`config.mk`:
```
export PLATFORM = sky130hd
export DESIGN_NAME = bresenham_line_pixel_gen
export DESIGN_NICKNAME = d
export VERILOG_FILES = /design/src/design/bline_pkg.sv /design/src/design/bline_ctrl.sv /design/src/design/bline_dp.sv /design/src/design/bresenham_line_pixel_gen.sv
export SDC_FILE = /design/constraint.sdc
export NUM_CORES = 1
export LEC_CHECK = 0
export BUFFER_PORTS_ARGS = -buffer_cell sky130_fd_sc_hd__buf_4
export CORE_MARGIN = 2
export CORE_UTILIZATION = 54
export CTS_BUF_LIST = sky130_fd_sc_hd__clkbuf_16
export CTS_CLUSTER_SIZE = 24
export DETAILED_ROUTE_END_ITERATION = 8
export PLACE_DENSITY_LB_ADDON = 0.08
export SETUP_SLACK_MARGIN = 0.3
export SLEW_MARGIN = 10
export SYNTH_ARGS = -nofsm -noshare
export SYNTH_HDL_FRONTEND = slang
export SYNTH_SLANG_ARGS = --single-unit
```
`constraint.sdc`:
```
create_clock -name clk -period 5.25 [get_ports clk]
set_input_delay 0.2625 -clock clk [delete_from_list [all_inputs] [get_ports clk]]
set_output_delay 0.2625 -clock clk [all_outputs]
set_load 0.01 [all_outputs]
```
`src/design/bline_pkg.sv`:
```
// bline_pkg: shared types, constants and the colour map for the line pixel generator
// used by bline_ctrl, bline_dp and bresenham_line_pixel_gen; no dependencies
package bline_pkg;

  localparam int COORD_W   = 6;
  localparam int COLOR_W   = 3;
  localparam int CFG_W     = 7;
  localparam int CFG_IDX_W = 1;
  localparam int INDEX_W   = 12;
  localparam int WORD_W    = 32;
  localparam int ERR_W     = COORD_W + 3;

  localparam int IN_DATA_W  = 32;
  localparam int OUT_DATA_W = 56;

  localparam int DEF_MAX_WIDTH  = 64;
  localparam int DEF_MAX_HEIGHT = 64;

  localparam logic [CFG_W-1:0] RESET_WIDTH  = 7'd64;
  localparam logic [CFG_W-1:0] RESET_HEIGHT = 7'd64;

  typedef enum logic [CFG_IDX_W-1:0] {
    REG_CANVAS_WIDTH  = 1'b0,
    REG_CANVAS_HEIGHT = 1'b1
  } cfg_reg_t;

  typedef enum logic [1:0] {
    ST_IDLE = 2'd0,
    ST_DIFF = 2'd1,
    ST_INIT = 2'd2,
    ST_RUN  = 2'd3
  } state_t;

  typedef struct packed {
    logic load;
    logic diff;
    logic init;
    logic step;
  } cmd_t;

  typedef struct packed {
    logic last;
  } status_t;

  // byte layout GG BB 00 RR
  function automatic logic [WORD_W-1:0] color_lookup(input logic [COLOR_W-1:0] idx);
    logic [WORD_W-1:0] w;
    case (idx)
      3'd0:    w = 32'h0000_0000;
      3'd1:    w = 32'h0000_00FF;
      3'd2:    w = 32'h00FF_0000;
      3'd3:    w = 32'hFF00_0000;
      3'd4:    w = 32'hFFFF_0000;
      3'd5:    w = 32'hFF00_00FF;
      3'd6:    w = 32'h00FF_00FF;
      3'd7:    w = 32'hC0C0_00FF;
      default: w = 32'h0000_0000;
    endcase
    return w;
  endfunction

endpackage

```
`src/design/bline_ctrl.sv`:
```
// bline_ctrl: sequencer for the line walk and owner of the output valid flag
// depends on bline_pkg; drives bline_dp through cmd_t and reads status_t
module bline_ctrl (
  input  logic                 clk,
  input  logic                 rst,
  input  logic                 in_valid,
  output logic                 in_ready,
  output logic                 out_valid,
  input  logic                 out_ready,
  output bline_pkg::cmd_t      cmd,
  input  bline_pkg::status_t   status
);

  bline_pkg::state_t state;
  bline_pkg::state_t state_next;
  logic              out_valid_next;
  logic              emit;

  assign emit = (state == bline_pkg::ST_RUN) && (!out_valid || out_ready);

  always_ff @(posedge clk) begin
    if (rst) begin
      state     <= bline_pkg::ST_IDLE;
      out_valid <= 1'b0;
    end else begin
      state     <= state_next;
      out_valid <= out_valid_next;
    end
  end

  always_comb begin
    state_next = state;
    case (state)
      bline_pkg::ST_IDLE: begin
        if (in_valid) state_next = bline_pkg::ST_DIFF;
      end
      bline_pkg::ST_DIFF: state_next = bline_pkg::ST_INIT;
      bline_pkg::ST_INIT: state_next = bline_pkg::ST_RUN;
      bline_pkg::ST_RUN: begin
        if (emit && status.last) state_next = bline_pkg::ST_IDLE;
      end
      default: state_next = bline_pkg::ST_IDLE;
    endcase
  end

  always_comb begin
    in_ready  = (state == bline_pkg::ST_IDLE);
    cmd.load  = (state == bline_pkg::ST_IDLE) && in_valid;
    cmd.diff  = (state == bline_pkg::ST_DIFF);
    cmd.init  = (state == bline_pkg::ST_INIT);
    cmd.step  = emit;
    // output register holds a pixel until the receiver takes it
    if (emit) begin
      out_valid_next = 1'b1;
    end else if (out_ready) begin
      out_valid_next = 1'b0;
    end else begin
      out_valid_next = out_valid;
    end
  end

endmodule

```
`src/design/bline_dp.sv`:
```
// bline_dp: canvas registers, endpoint ordering, error-term walk and pixel output register
// depends on bline_pkg; controlled by bline_ctrl
module bline_dp #(
  parameter int MAX_WIDTH  = bline_pkg::DEF_MAX_WIDTH,
  parameter int MAX_HEIGHT = bline_pkg::DEF_MAX_HEIGHT
) (
  input  logic                               clk,
  input  logic                               rst,
  input  logic                               cfg_write,
  input  logic [bline_pkg::CFG_IDX_W-1:0]    cfg_index,
  input  logic [bline_pkg::CFG_W-1:0]        cfg_data,
  input  logic [bline_pkg::COORD_W-1:0]      start_x,
  input  logic [bline_pkg::COORD_W-1:0]      start_y,
  input  logic [bline_pkg::COORD_W-1:0]      end_x,
  input  logic [bline_pkg::COORD_W-1:0]      end_y,
  input  logic [bline_pkg::COLOR_W-1:0]      color_index,
  input  bline_pkg::cmd_t                    cmd,
  output bline_pkg::status_t                 status,
  output logic [bline_pkg::COORD_W-1:0]      pixel_x,
  output logic [bline_pkg::COORD_W-1:0]      pixel_y,
  output logic                               inside_res,
  output logic [bline_pkg::INDEX_W-1:0]      map_index,
  output logic [bline_pkg::WORD_W-1:0]       color_word,
  output logic                               last
);

  localparam int CW = bline_pkg::CFG_W;
  localparam int XW = bline_pkg::COORD_W;
  localparam int EW = bline_pkg::ERR_W;
  localparam logic [CW-1:0] W_CAP = (MAX_WIDTH  > 127) ? 7'd127 : CW'(MAX_WIDTH);
  localparam logic [CW-1:0] H_CAP = (MAX_HEIGHT > 127) ? 7'd127 : CW'(MAX_HEIGHT);

  logic [CW-1:0] canvas_width;
  logic [CW-1:0] canvas_height;

  logic [XW-1:0]                   x0, y0, x1, y1;
  logic [bline_pkg::COLOR_W-1:0]   color_sel;
  logic [XW-1:0]                   dx, dy;
  logic                            y_down;
  logic                            steep;
  logic [XW-1:0]                   dmaj, dmin;
  logic signed [EW-1:0]            err;
  logic [XW-1:0]                   cnt;
  logic [XW-1:0]                   x, y;

  logic                            swap;
  logic [XW-1:0]                   y_step;
  logic signed [EW-1:0]            two_maj, two_min, err_adj, err_next;
  logic                            minor_step;
  logic [CW-1:0]                   w_eff, h_eff;
  logic                            in_canvas;
  logic [XW+CW-1:0]                row_base;
  logic [XW+CW-1:0]                idx_sum;

  always_ff @(posedge clk) begin
    if (rst) begin
      canvas_width  <= bline_pkg::RESET_WIDTH;
      canvas_height <= bline_pkg::RESET_HEIGHT;
    end else if (cfg_write) begin
      case (bline_pkg::cfg_reg_t'(cfg_index))
        bline_pkg::REG_CANVAS_WIDTH:  canvas_width  <= cfg_data;
        bline_pkg::REG_CANVAS_HEIGHT: canvas_height <= cfg_data;
        default: ;
      endcase
    end
  end

  assign swap       = end_x < start_x;
  assign two_maj    = EW'({dmaj, 1'b0});
  assign two_min    = EW'({dmin, 1'b0});
  assign minor_step = (err >= 0);
  assign err_adj    = minor_step ? (err - two_maj) : err;
  assign err_next   = err_adj + two_min;
  assign y_step     = y_down ? (y - XW'(1)) : (y + XW'(1));

  assign w_eff     = (canvas_width  < W_CAP) ? canvas_width  : W_CAP;
  assign h_eff     = (canvas_height < H_CAP) ? canvas_height : H_CAP;
  assign in_canvas = ({1'b0, x} < w_eff) && ({1'b0, y} < h_eff);
  assign row_base  = y * w_eff;
  assign idx_sum   = row_base + (XW+CW)'(x);

  assign status.last = (cnt == '0);

  always_ff @(posedge clk) begin
    if (cmd.load) begin
      // walk always runs left to right
      x0        <= swap ? end_x   : start_x;
      y0        <= swap ? end_y   : start_y;
      x1        <= swap ? start_x : end_x;
      y1        <= swap ? start_y : end_y;
      color_sel <= color_index;
    end
    if (cmd.diff) begin
      dx     <= x1 - x0;
      dy     <= (y1 < y0) ? (y0 - y1) : (y1 - y0);
      y_down <= y1 < y0;
      x      <= x0;
      y      <= y0;
    end
    if (cmd.init) begin
      // equal deltas count as steep
      steep <= dx <= dy;
      dmaj  <= (dx > dy) ? dx : dy;
      dmin  <= (dx > dy) ? dy : dx;
      cnt   <= (dx > dy) ? dx : dy;
      err   <= (dx > dy) ? (EW'({dy, 1'b0}) - EW'(dx)) : (EW'({dx, 1'b0}) - EW'(dy));
    end
    if (cmd.step) begin
      pixel_x    <= x;
      pixel_y    <= y;
      inside_res <= in_canvas;
      map_index  <= in_canvas ? idx_sum[bline_pkg::INDEX_W-1:0] : '0;
      color_word <= bline_pkg::color_lookup(color_sel);
      last       <= status.last;
      err        <= err_next;
      cnt        <= cnt - XW'(1);
      if (steep) begin
        y <= y_step;
        if (minor_step) x <= x + XW'(1);
      end else begin
        x <= x + XW'(1);
        if (minor_step) y <= y_step;
      end
    end
  end

endmodule

```
`src/design/bresenham_line_pixel_gen.sv`:
```
// bresenham_line_pixel_gen: top level of the line pixel generator
// depends on bline_pkg, bline_ctrl and bline_dp
//
// usage: one transfer on the s_ channel is one line request (two endpoints
// and a colour index). the block answers with one m_ transfer per pixel,
// max(|dx|,|dy|)+1 of them (1 to 64), walked left to right; m_tlast marks
// the final pixel and m_tuser says whether the pixel lies on the canvas.
// canvas width and height are written on the cfg_ channel (index 0 width,
// index 1 height) while no line is in flight; cfg_ready is always high.
// sequence: after the request the block steps through its diff and init states
// before the walk starts; it then gives one pixel per cycle from the walk counter
// and error-term adder while m_tready does not stall the output; the next request is
// taken as soon as the last pixel sits in the output register.
// reset: synchronous; clears the sequencer and output valid and sets the
// canvas to 64 by 64. a stalled m_tready holds the output register and
// freezes the walk until the pixel is taken.
module bresenham_line_pixel_gen #(
  parameter int MAX_WIDTH  = bline_pkg::DEF_MAX_WIDTH,
  parameter int MAX_HEIGHT = bline_pkg::DEF_MAX_HEIGHT
) (
  input  logic                                 clk,
  input  logic                                 rst,
  input  logic                                 s_tvalid,
  output logic                                 s_tready,
  // start_x[5:0], start_y[11:6], end_x[17:12], end_y[23:18], color_index[26:24], zero pad
  input  logic [bline_pkg::IN_DATA_W-1:0]      s_tdata,
  output logic                                 m_tvalid,
  input  logic                                 m_tready,
  // pixel_x[5:0], pixel_y[11:6], map_index[23:12], color_word[55:24]
  output logic [bline_pkg::OUT_DATA_W-1:0]     m_tdata,
  // inside_res[0]
  output logic                                 m_tuser,
  output logic                                 m_tlast,
  input  logic                                 cfg_valid,
  output logic                                 cfg_ready,
  input  logic [bline_pkg::CFG_IDX_W-1:0]      cfg_index,
  input  logic [bline_pkg::CFG_W-1:0]          cfg_data
);

  bline_pkg::cmd_t                     cmd;
  bline_pkg::status_t                  status;
  logic [bline_pkg::COORD_W-1:0]       pixel_x;
  logic [bline_pkg::COORD_W-1:0]       pixel_y;
  logic [bline_pkg::INDEX_W-1:0]       map_index;
  logic [bline_pkg::WORD_W-1:0]        color_word;

  assign cfg_ready = 1'b1;
  assign m_tdata   = {color_word, map_index, pixel_y, pixel_x};

  bline_ctrl u_ctrl (
    .clk       (clk),
    .rst       (rst),
    .in_valid  (s_tvalid),
    .in_ready  (s_tready),
    .out_valid (m_tvalid),
    .out_ready (m_tready),
    .cmd       (cmd),
    .status    (status)
  );

  bline_dp #(
    .MAX_WIDTH  (MAX_WIDTH),
    .MAX_HEIGHT (MAX_HEIGHT)
  ) u_dp (
    .clk         (clk),
    .rst         (rst),
    .cfg_write   (cfg_valid & cfg_ready),
    .cfg_index   (cfg_index),
    .cfg_data    (cfg_data),
    .start_x     (s_tdata[5:0]),
    .start_y     (s_tdata[11:6]),
    .end_x       (s_tdata[17:12]),
    .end_y       (s_tdata[23:18]),
    .color_index (s_tdata[26:24]),
    .cmd         (cmd),
    .status      (status),
    .pixel_x     (pixel_x),
    .pixel_y     (pixel_y),
    .inside_res  (m_tuser),
    .map_index   (map_index),
    .color_word  (color_word),
    .last        (m_tlast)
  );

endmodule

```
==> qor.txt <==
period utilisation layout: 0.893
flip-flop and latch area: 3530 um^2
share of cells above drive strength 1: 0.168
VDD IR max: 0.264 mV
Die H: 135 um
via count: 6622
Design Area, Final: 10700 um^2
largest net degree at the start of global routing: 44
DR iter-0 viols: 302
die area: 18200 um^2
Netlist cell types: 58
Area after DPL: 10000 um^2
WS Path Type: reg2reg
Mapped Avg Cell Area: 10.1 um^2
Slew @ Worst Pin: 1130 ps
Die Wd: 135 um
CP arrival: 4820 ps
PD cells: 593 nW/um^2
row cnt: 47
Top cell by count, worst path: fa_1
Hold/Removal Path Class: in2reg
startpoint types: register
wirelength, routed: 18.3 mm
nets@finish: 1179
max_cap viols: 0
antenna cells: 0
fill count: 1414
CORE AREA: 16700 um^2
dominant synthesized flop cell: edfxtp_1
Tmin final: 4690 ps
Area Growth Syn to Fin: 15.3%
initial antenna violation count: 0
CTS tree: yes
first drt pass iteration count: 4
CP max stage delay: 550 ps
clk_lat worst skew: 420 ps
clock slew at reported path FFs: 60 ps
vias in the first global route: 6285
Routed Antenna Nets: 0
synth warn: 0
dpl ws: 266 ps
DR WL/cell: 14.8 um
GP Congestion: 0.850
I/O Buffers: 91
critical path, cell by cell: nor2b_2, nand2_1, fa_1, fa_1, inv_1, fa_1, inv_1, fa_1, inv_1, ha_1, and3_1, a2111o_1, a21oi_1, a21oi_1, xnor2_1, nor2_1
worst setup margin: 561 ps
initial core utilization: 0.555
fin. max-slew vios: 0
outcome: completed
# H-tree levels: 4
clk buf depth: 2
slowest CP cell: fa_1
Final setup viols: 0
Boundary Pins: 106
hpwl dp: 13.9 mm
setup TNS: 0 ps
Max Clock Freq: 213 MHz
All-Layer GR Usage: 0.209
clk root buf: clkbuf_16
post-synthesis cell area: 9270 um^2
#FFs+latches synth: 127
Synth Instances: 921
multi-input gate area in the final layout: 5130 um^2
register area share after synthesis: 0.380
Residual DRC: 0
Worst Setup End Kind: register
largest fanout on the critical path: 9
Final Hold Fails: 0
WP data required: 5380 ps
first-pass GRT wire length: 30.1 mm
gr ovfl total: 0
clk sink count: 127
Worst slew margin: 0.246
RSZ-0062 raised after global routing: false
asr flop ratio synth: 0
via/cell ratio: 5.36
CTS Buf Count: 17
Final Skew: 6.58 ps
leakage: 4.72 nW
Post-synth EDFFs: 98
[cell usage in the layout (no fill, tap or decap), drive strengths merged, types with 24 or more instances in the layout]
cell,netlist,routed
dfxtp,29,29
and2,24,24
fa,31,31
buf,34,103
nand2b,24,24
ha,100,100
inv,94,96
nand2,63,63
edfxtp,98,98
o21ai,40,40
a21oi,57,57
mux2,27,27
nor2,64,64
[Yosys cell counts (13+ instances only)]
cell | n | area, um^2
nand3_1 | 18 | 90.1
fa_1 | 31 | 621
nand2b_1 | 24 | 150
nand2_1 | 63 | 236
mux2i_1 | 19 | 190
a21oi_1 | 57 | 285
dfxtp_1 | 29 | 581
xnor2_1 | 22 | 193
o21ai_0 | 39 | 195
and2_1 | 24 | 150
inv_1 | 94 | 353
nor3_1 | 16 | 80.1
mux2_2 | 27 | 304
buf_4 | 28 | 210
a211oi_1 | 13 | 97.6
a21o_1 | 18 | 135
nor2_1 | 64 | 240
edfxtp_1 | 98 | 2940
ha_1 | 100 | 1250
clkbuf_1 | 14 | 52.6
nor2b_1 | 19 | 119
[path summary, 6_finish.rpt]
kind | from | endpoint | slack, ps | cells after the start
setup / recovery | u_dp.canvas_width[6] | u_dp.map_index[11] | 560 | 16
hold / removal | s_tdata[25] | u_dp.color_sel[1] | 30 | 1
setup reg to reg | u_dp.canvas_width[6] | u_dp.map_index[11] | 560 | 16
hold reg to reg | u_dp.canvas_width[3] | u_dp.canvas_width[3] | 450 | 2
[flip-flops by register name, summed over array words and instances (netlist names), 5 cells and up]
register,flops
u_dp.y,6
u_dp.canvas_height,7
u_dp.x,6
u_dp.y1,6
u_dp.canvas_width,7
u_dp.dx,6
u_dp.err,8
u_dp.pixel_y,6
u_dp.y0,6
u_dp.cnt,6
u_dp.dmaj,6
u_dp.color_word,5
u_dp.x1,6
u_dp.dy,6
u_dp.x0,6
u_dp.map_index,12
u_dp.dmin,6
u_dp.pixel_x,6
[critical path: cells and delay by family, from the launching register on]
family	cells	cell delay (ps)
xor gates and xnor gates	1	170
AOI/OAI and AO/OA	3	770
and+or+nand+nor	4	530
DFF	1	380
adders and majority gates	5	2390
buffers and inverters	3	140
[power breakdown]
| group | switching [mW] | total, mW | internal (mW) |
|---|---|---|---|
| registers | 0.266 | 1.87 | 1.60 |
| logic | 1.83 | 3.24 | 1.42 |
| clock network | 0.442 | 1.23 | 0.791 |
[area by class of cell]
class | count | area share
Clock buffer | 17 | 0.0398
Tap cell | 220 | 0.0258
Clock inverter | 15 | 0.0180
Inverter | 94 | 0.0330
Sequential cell | 127 | 0.330
Multi-Input combinational cell | 659 | 0.480
Timing Repair Buffer | 104 | 0.0733
[what timing repair did]
item                                   in CTS  in global routing
pin swaps                                   0                  0
resized for setup                           1                  6
buffers inserted                            0                  2
hold buffers                                1                  0
setup endpoints to repair                   1                  2
gates cloned                                0                  0
endpoints found under the hold margin       1                  0
[through the flow]
stage / power (mW) / std cells / hold WS (ps) / util
floorplan: 4.31 / 928 / 361 / -
global placement: 5.04 / 1201 / 438 / 0.601
detailed placement: 5.11 / 1201 / 442 / 0.601
CTS: 6.38 / 1234 / 8.96 / 0.638
global route: 6.89 / 1236 / 9.42 / 0.640
finish: 6.34 / 1236 / 25.6 / 0.640
[metal layers]
metal	wire, um	share of wire	GRT usage
met1	9060	0.49	0.295
met4	220	0.012	0.0608
met5	0	0	0
met3	722	0.039	0.0360
met2	8330	0.45	0.335
[cell families after synthesis]
kind of cell / share of synthesized area
mux: 0.0533
buf+inv: 0.0708
flops: 0.380
xor+xnor: 0.0302
other cells: 0.000810
fa+ha+maj: 0.203
simple gates: 0.137
compound gates: 0.125
(Power assumes the default switching activity.)
